[config.mk]
export PLATFORM = sky130hd
export DESIGN_NAME = ksel_cell
export DESIGN_NICKNAME = d
export VERILOG_FILES = /design/src/rtl/ksel_pkg.sv /design/src/rtl/ksel_cell.sv
export SDC_FILE = /design/constraint.sdc
export NUM_CORES = 1
export LEC_CHECK = 0
export BUFFER_PORTS_ARGS = -buffer_cell sky130_fd_sc_hd__buf_2
export CAP_MARGIN = 40
export CORE_ASPECT_RATIO = 1.4
export CORE_MARGIN = 1
export CORE_UTILIZATION = 36
export CTS_CLUSTER_SIZE = 40
export DETAILED_ROUTE_END_ITERATION = 10
export PLACE_DENSITY = 0.65
export RECOVER_POWER = 25
export SLEW_MARGIN = 20
export SYNTH_ARGS = -nofsm -noshare
export SYNTH_HDL_FRONTEND = slang
export SYNTH_SLANG_ARGS = --single-unit
export TNS_END_PERCENT = 100
[constraint.sdc]
create_clock -name clk -period 3.9 [get_ports clk]
set_input_delay 0 -clock clk [delete_from_list [all_inputs] [get_ports clk]]
set_output_delay 0 -clock clk [all_outputs]
set_load 0.1 [all_outputs]
[src/rtl/ksel_pkg.sv]
// Shared types and codes for the k-smallest selector.
`default_nettype none
package ksel_pkg;

  localparam int unsigned SEL_BITS = 7;

  // Result status codes
  localparam logic STATUS_OK       = 1'b0;
  localparam logic STATUS_TOO_FEW  = 1'b1;

  // Sequencer states, one-hot
  typedef enum logic [2:0] {
    ST_LOAD  = 3'b001,
    ST_DRAIN = 3'b010,
    ST_ERR   = 3'b100
  } ksel_state_t;

  // Control broadcast to every cell of the chain
  typedef struct packed {
    logic insert;
    logic shift;
  } ksel_cell_ctl_t;

endpackage
`default_nettype wire

[src/rtl/ksel_cell.sv]
// One cell of the sorted chain: holds one value, inserts or shifts toward the head.
`default_nettype none
module ksel_cell import ksel_pkg::*; #(
  parameter int unsigned VALUE_BITS = 32
) (
  input  wire                          clk,
  input  wire ksel_cell_ctl_t          ctl,
  input  wire                          occupied,
  input  wire logic signed [VALUE_BITS-1:0] new_value,
  input  wire logic signed [VALUE_BITS-1:0] prev_value,
  input  wire                          prev_le,
  input  wire logic signed [VALUE_BITS-1:0] next_value,
  output logic signed [VALUE_BITS-1:0] value,
  output logic                         le
);

  logic signed [VALUE_BITS-1:0] value_r;

  // Kept value stays ahead of the new one when it is not larger (stable order)
  assign le    = occupied && (value_r <= new_value);
  assign value = value_r;

  // Insert: cells behind the slot move back by one, the slot takes the new value.
  // Shift: every cell takes its successor's value.
  always_ff @(posedge clk) begin
    if (ctl.insert && !le) begin
      value_r <= prev_le ? new_value : prev_value;
    end else if (ctl.shift) begin
      value_r <= next_value;
    end
  end

endmodule
`default_nettype wire

=== Word-level counts from Yosys, hierarchy flattened ===
Index checks and enable logic that the tools add are counted.

* Bits in registers: 32
* Bits of input ports: 101
* Output and inout port bits: 33
* Word-level logic and storage cells: 9

* Magnitude comparators: 1
* Mux-type cells: 3
* Reduce and logical (&&, ||, !) cells: 4

{| class="wikitable"
|+ Operators by type and width
! kind !! number
|-
| $mux W32 || 3
|-
| $le A32 B32 Y1 || 1
|-
| $logic_and A1 B1 Y1 || 2
|-
| $reduce_bool A2 Y1 || 1
|-
| $logic_not A1 Y1 || 1
|}

=== Depth between registers and ports, before layout ===
Gate-level depths: netlist of run 1.

* Depth after elaboration: 5
* Depth in mapped cells: 10
* Mapped depth without buffers: 9

=== Least setup slack after synthesis of run 1 ===
No wires, ideal clock.

* Path type: register to output
* From: register value_r[31], in the netlist value[31]
* To: output le
* Arrival time: 4.614 ns
* Required time: 3.900 ns
* Slack: -0.714 ns
* Stages on the path, launching flop included: 8
* Path through: edfxtp_1 > ha_1 > nand4_2 > or4_4 > nor3_1 > nor3_1 > o32a_2 > a21boi_0

* Cells in the longest elaborated chain, start to end: 2

{| class="wikitable"
|+ RTL lines
! what !! RTL line !! text
|-
| start, declared || ksel_cell.sv:17 || <nowiki>logic signed [VALUE_BITS-1:0] value_r;</nowiki>
|-
| start signal, assigned || ksel_cell.sv:27 || <nowiki>value_r <= prev_le ? new_value : prev_value;</nowiki>
|-
| start signal, assigned || ksel_cell.sv:29 || <nowiki>value_r <= next_value;</nowiki>
|-
| $le A32 B32 Y1 || ksel_cell.sv:20 || <nowiki>assign le = occupied && (value_r <= new_value);</nowiki>
|-
| $logic_and A1 B1 Y1 || ksel_cell.sv:20 ||
|-
| end, declared || ksel_cell.sv:14 || <nowiki>output logic le</nowiki>
|}

Every way passes these cells.

=== Worst setup path in the final report of run 1 ===
* From: register value_r[31], in the netlist value[31]
* To: register value_r[31], in the netlist value[31], data pin

* Cells in the longest elaborated chain, start to end: 5

{| class="wikitable"
|+ RTL lines
! what !! RTL line !! text
|-
| $le A32 B32 Y1 || ksel_cell.sv:20 ||
|-
| $logic_and A1 B1 Y1 || ksel_cell.sv:20 ||
|-
| $logic_not A1 Y1 || ksel_cell.sv:26 || <nowiki>if (ctl.insert && !le) begin</nowiki>
|-
| $logic_and A1 B1 Y1 || ksel_cell.sv:26 ||
|-
| $mux W32 || ksel_cell.sv:26 ||
|}

Every way passes these cells.
A chain may end at the register's enable or synchronous reset.

==> flow_summary_export.csv, run 1 <==
group,metric,value,unit
outcome,status,"finished, final reports clean",
timing,tightest_slew,1.221,ns
global_routing,grt_max_degree,33,
setup_path,worstPathArrival,3.31,ns
global_routing,grt_pass1_wl,9453,um
job,cap_violations,0,
clocking,post_cts_buffers,0,
floorplanning,fp.coreArea,7315,sq um
yosys,synth_largest_area_cell,"edfxtp_1",
place,placed_cells,451,
drt,drt_iter0_drc,41,
pwr,leakagePower,1.737,nW
clocking,root_buffer,"clkbuf_8",
yosys,synth_top_area_share,35.31,%
setup_path,critPathMaxStageDelay,0.58,ns
place,hpwl,4859,um
clocking,clk_transition_reported_paths,0.07,ns
yosys,synth_commonest_cells,"35 x inv_1, 35 x mux2_2, 32 x edfxtp_1, 32 x ha_1, 29 x mux2_4",
drt,via_per_inst,4.771,
finish,instances_no_fill,459,
setup_path,crit_chain,"ha_1 > nand4_2 > or4_4 > nor3_1 > o21ai_0 > o311ai_4 > buf_4 > mux2_2",
finish,largest_register_ffs,32,
yosys,ys_ff_latch,32,
timing,hold_slack,0.02198,ns
yosys,syn_inst,227,
pwr,p_total,1.823,mW
clocking,cts_tree,"yes",
yosys,synthArstFlopShare,0,%
clocking,clk_latency,0.27,ns
finish,areaGrowthSynthToFinish,29.61,%
setup_path,r2r-start,"value[31]",
yosys,yosysWarningCount,0,
finish,layout-drive-gt1-share,51.10,%
yosys,synth_top_flop_cell,"edfxtp_1",
setup_path,crit_slowest_cell,"or4_4",
setup_path,cp_num_buf_inv,1,
setup_path,crit_type,"flop to flop",
floorplanning,ioPinCount,134,
setup_path,cp_max_fo,32,
timing,drv_slew,0,
clocking,hold_buffers,0,
pwr,p_per_area,517.0,nW/um^2
yosys,synth_area_leaders,"edfxtp_1 35%, mux2_4 16%, ha_1 15%",
floorplanning,die_x,75.48,um
timing,rsz0062_at_grt,"no",
drt,post_drt_wl_per_cell,13.25,um
timing,final.setup.tns,0,ns
floorplanning,initial_core_util,37.20,%
global_routing,grt-ovfl-total,0,
drt,dr.pass1.iters,4,
clocking,numCtsBuffers,5,
pwr,ir_drop,0.2248,mV
clocking,cts_num_sinks,32,
global_routing,grt_pass1_vias,2214,
timing,fmax,305.0,MHz
drt,drcViolationCount,0,
timing,relSlewSlack,18.97,%
floorplanning,design.die.area,7916,sq um
yosys,syn_area,2721,sq um
setup_path,cp_top_family,"simple AND/OR/NAND/NOR gates",
drt,drtAntennaViolNets,0,
finish,fin_nets,494,
global_routing,antenna_found_initial,0,
floorplanning,rows,37,
setup_path,startpoint,"value[31]",
drt,finalWirelength,6081,um
finish,num_antenna_cells,0,
drt,num_vias,2190,
timing,fin_skew,0.003830,ns
yosys,seq_area_frac_synth,35.31,%
timing,hold_viol_final,0,
worst_hold_path,hp-class,"input port to flop",
floorplanning,die_h,104.9,um
worst_hold_path,hp-start,"next_value[24]",
place,post-place-ws,0.5907,ns
global_routing,grt_usage,15.58,%
place,portBuffers,133,
timing,setup_slack,0.6210,ns
setup_path,cp-end-kind,"flop",
timing,setup-violations-final,0,
setup_path,startpoint_type,"flop",
clocking,htree_num_levels,2,
place,gp_congestion,0.7536,
yosys,syn_nets,360,
timing,fin_crit,3.279,ns
clocking,clockBufferDepth,2,
yosys,syn_avg_cell_area,11.99,sq um
yosys,synth_edf_count,32,
clocking,cts_resized,0,
timing,period_share,84.08,%
setup_path,critPathRequiredTime,3.93,ns
yosys,synth.distinct_cells,26,
## worst paths after layout
| kind | end | slack (ns) | depth (start not counted) |
|---|---|---|---|
| max | value[31] | 0.62 | 8 |
| min | value[24] | 0.02 | 2 |
| max reg2reg | value[31] | 0.62 | 8 |
| min reg2reg | value[3] | 1.46 | 4 |
## cell usage in the layout, fill, tap and decap left out, types with 2 or more instances in the layout
master	n
ha_1	32
clkbuf_1	26
edfxtp_1	32
buf_2	109
a21oi_1	16
o211ai_1	2
nand4_1	7
nor3_1	3
mux2_4	29
nand2_1	9
inv_1	35
clkbuf_8	5
o21ai_0	5
nand3_1	3
mux2_2	35
## metal layers
metal	GRT usage [%]	vias to the layer above	routed length (um)
li1	-	1107	-
met1	16.41	997	2480
met2	28.70	82	3065
met3	4.147	4	469
met4	5.026	0	66
met5	0	-	0
## metrics by stage
step	util, %	cell area (sq um)
6_report	48.22	3527
5_1_grt	48.22	3527
4_1_cts	48.63	3557
3_5_place_dp	47.54	3477
3_3_place_gp	47.54	3477
2_1_floorplan	-	2721
## kinds of logic (layout without fill, tap and decap cells)
kind of cell	Yosys count	after routing	synth area share [%]
mux	64	64	30.48
simple gates	27	27	5.517
fa+ha+maj	32	32	14.71
flops	32	32	35.31
buf+inv	42	177	6.621
compound gates	30	30	7.356
## power breakdown
part | switching, mW | total (mW) | internal (mW)
registers | 0.0396 | 0.519 | 0.479
clock network | 0.117 | 0.242 | 0.124
logic | 0.777 | 1.06 | 0.286
total | 0.934 | 1.82 | 0.890
## area by class of cell
class / count / area [sq um]
Clock buffer: 7 / 76.32
Clock inverter: 1 / 3.754
Fill cell: 731 / 3787
Inverter: 35 / 131.4
Multi-Input combinational cell: 153 / 1590
Sequential cell: 32 / 960.9
Tap cell: 97 / 121.4
Timing Repair Buffer: 134 / 643.1
Power figures use the tool's default switching activity.
==> run 2, diff against run 1 <==
--- a/config.mk
+++ b/config.mk
@@ -12,7 +12,7 @@
 export CORE_UTILIZATION = 36
 export CTS_CLUSTER_SIZE = 40
 export DETAILED_ROUTE_END_ITERATION = 10
-export PLACE_DENSITY = 0.65
+export PLACE_DENSITY = 0.68
 export RECOVER_POWER = 25
 export SLEW_MARGIN = 20
 export SYNTH_ARGS = -nofsm -noshare
==> constraint.sdc (replaced) <==
create_clock -name clk -period 2.6 [get_ports clk]
set_input_delay 0 -clock clk [delete_from_list [all_inputs] [get_ports clk]]
set_output_delay 0 -clock clk [all_outputs]
set_load 0.1 [all_outputs]
==> run 2 against run 1 <==
The flow now finishes with violations (negative setup slack). First-iteration DRC count is the same. Die area unchanged. Clock skew rose by 0.0044 ns. Sequential share of layout area decreased by 2.6 points. Setup slack worse by 0.89 ns. Routed wire length is 7.6% higher. Largest power group unchanged.
==> flow_summary_export.csv, run 2 (synthesized netlist as in run 1, its figures left out) <==
group,metric,value,unit
timing,fin_crit,2.869,ns
timing,fin_skew,0.008252,ns
global_routing,grt_max_degree,33,
floorplanning,initial_core_util,37.20,%
clocking,cts_tree,"yes",
finish,layout-drive-gt1-share,58.99,%
global_routing,grt-ovfl-total,0,
timing,rsz0062_at_grt,"yes",
place,placed_cell_area,3756,sq um
finish,final_cell_mix,"124 x buf_2, 35 x inv_1, 35 x mux2_2",
worst_hold_path,hp-start,"next_value[15]",
pwr,p_sw_share,49.47,%
timing,fmax,348.5,MHz
drt,via_per_inst,4.720,
outcome,violations,"negative setup slack",
setup_path,worstPathArrival,2.91,ns
setup_path,r2r_slack,-0.27,ns
clocking,numCtsBuffers,5,
drt,drt_iter0_drc,41,
timing,hold_viol_final,0,
timing,drv_slew,0,
floorplanning,die_x,75.48,um
finish,num_antenna_cells,0,
drt,post_drt_wl_per_cell,13.30,um
pwr,p_per_area,756.2,nW/um^2
timing,tightest_slew,1.189,ns
setup_path,crit_slowest_cell,"or4_4",
floorplanning,fp.coreArea,7315,sq um
place,gp_congestion,0.7597,
pwr,leakagePower,1.942,nW
finish,areaGrowthSynthToFinish,43.08,%
pwr,p_total,2.945,mW
drt,num_vias,2322,
floorplanning,die_h,104.9,um
setup_path,crit_chain,"ha_1 > nand4_1 > or4_4 > o311a_1 > a2bb2oi_2 > o311ai_4 > buf_4 > mux2_4",
drt,dr.pass1.iters,6,
timing,relSlewSlack,21.05,%
drt,wl_met2,3725,um
finish,multi_input_area,1647,sq um
setup_path,r2r-start,"value[25]",
place,placed_cells,477,
worst_hold_path,hp-class,"input port to flop",
finish,register_area,960.9,sq um
global_routing,grt_pass1_wl,10090,um
timing,setup_slack,-0.2691,ns
drt,finalWirelength,6544,um
setup_path,rr_endpoint,"value[21]",
floorplanning,ioPinCount,134,
global_routing,grt_usage,17.00,%
place,portBuffers,133,
setup_path,cp_num_buf_inv,1,
job,cap_violations,0,
finish,post-route-util,53.23,%
drt,drtAntennaViolNets,0,
setup_path,cp_max_fo,9,
worst_hold_path,whs_endpoint,"value[15]",
pwr,seqPwrFrac,26.7,%
pwr,clockPowerShare,12.8,%
timing,hold_slack,0.01078,ns
setup_path,critPathMaxStageDelay,0.57,ns
outcome,status,"complete, but fails checks",
timing,period_share,110.3,%
setup_path,cp-end-kind,"flop",
pwr,switchingPower,1.457,mW
drt,wl_met3,286,um
floorplanning,design.die.area,7916,sq um
clocking,root_buffer,"clkbuf_8",
setup_path,cp_top_family,"simple AND/OR/NAND/NOR gates",
setup_path,startpoint_type,"flop",
finish,fin_nets,527,
timing,setup-violations-final,65,
setup_path,crit_type,"flop to flop",
clocking,htree_num_levels,2,
setup_path,reg2reg_depth,8,
clocking,clockBufferDepth,2,
global_routing,antenna_found_initial,0,
pwr,ir_drop,0.4317,mV
pwr,comb_power_share,60.5,%
finish,instances_no_fill,492,
clocking,clk_transition_reported_paths,0.07,ns
worst_hold_path,holdPathStages,2,
drt,top_layer,"met4",
drt,drt-met1-wl,2426,um
setup_path,critPathRequiredTime,2.64,ns
floorplanning,rows,37,
clocking,cts_num_sinks,32,
finish,final_common_cell,"buf_2",
finish,largest_register_ffs,32,
clocking,clk_latency,0.29,ns
pwr,p_int,1.488,mW
finish,final_area,3894,sq um
finish,nFillCells,689,
place,hpwl,5318,um
global_routing,grt_pass1_vias,2399,
drt,drcViolationCount,0,
==> run 2: cell types whose count changed in the layout (fill, tap and decap cells not counted), moves of 2 or more <==
cell / before / now
dlygate4sd3_1: 0 / 6
ha_1: 32 / 28
buf_2: 109 / 124
ha_4: 0 / 4
clkbuf_1: 26 / 10
buf_4: 1 / 27
buf_12: 0 / 2
==> run 2: final cells by class <==
cell class                      count  area share, %
Timing Repair Buffer              167          24.49
Multi-Input combinational cell    153          42.29
Sequential cell                    32          24.68
Inverter                           35          3.374
Clock buffer                        7          1.960
Clock inverter                      1        0.09640
Tap cell                           97          3.117
==> run 2: power by group through the flow <==
stage               Sequential [mW]  Combinational (mW)  Clock [mW]
finish                        0.786                1.78       0.376
CTS                           0.787                1.81       0.390
global placement              0.789                1.77           0
global route                  0.800                1.89       0.403
floorplan                      1.56               0.596           0
detailed placement            0.798                1.79           0
==> run 2: how the worst max path moves through the flow <==
stage | startpoint | to | slack, ns | cells after the start
after detailed placement | value[25] | value[22] | -0.33 | 8
final | value[25] | value[21] | -0.27 | 8
after global placement | value[27] | value[17] | -0.24 | 8
after global routing | value[25] | value[31] | -0.38 | 8
after floorplan | value[26] | value[0] | -0.82 | 8
after CTS | value[25] | value[21] | -0.30 | 8
==> run 2: repair_timing <==
item	4_1_cts	5_1_grt
hold buffers	6	0
buffers inserted	1	0
hold endpoints to repair	6	0
resized for setup	0	0
endpoints found under the setup margin	65	65
==> run 2: metal layers <==
layer | up-vias | GRT usage (%)
met2 | 77 | 32.02
li1 | 1176 | -
met5 | - | 0
met3 | 12 | 3.086
met1 | 1057 | 17.33
met4 | 0 | 7.275
==> run 2: worst register-to-register path: stages (launching register included) <==
cell and delay [ns]:
edfxtp_1 0.39, ha_1 0.31, nand4_1 0.14, or4_4 0.57, o311a_1 0.34, a2bb2oi_2 0.19, o311ai_4 0.16, buf_4 0.23
mux2_4 0.31
==> run 2: stage by stage <==
stage                     setup TNS, ns  setup slack [ns]
after global placement           -14.97           -0.2423
after CTS                        -18.48           -0.3041
after global routing             -23.53           -0.3848
after detailed placement         -20.49           -0.3304
final                            -16.14           -0.2691
after floorplan                  -48.99           -0.8224
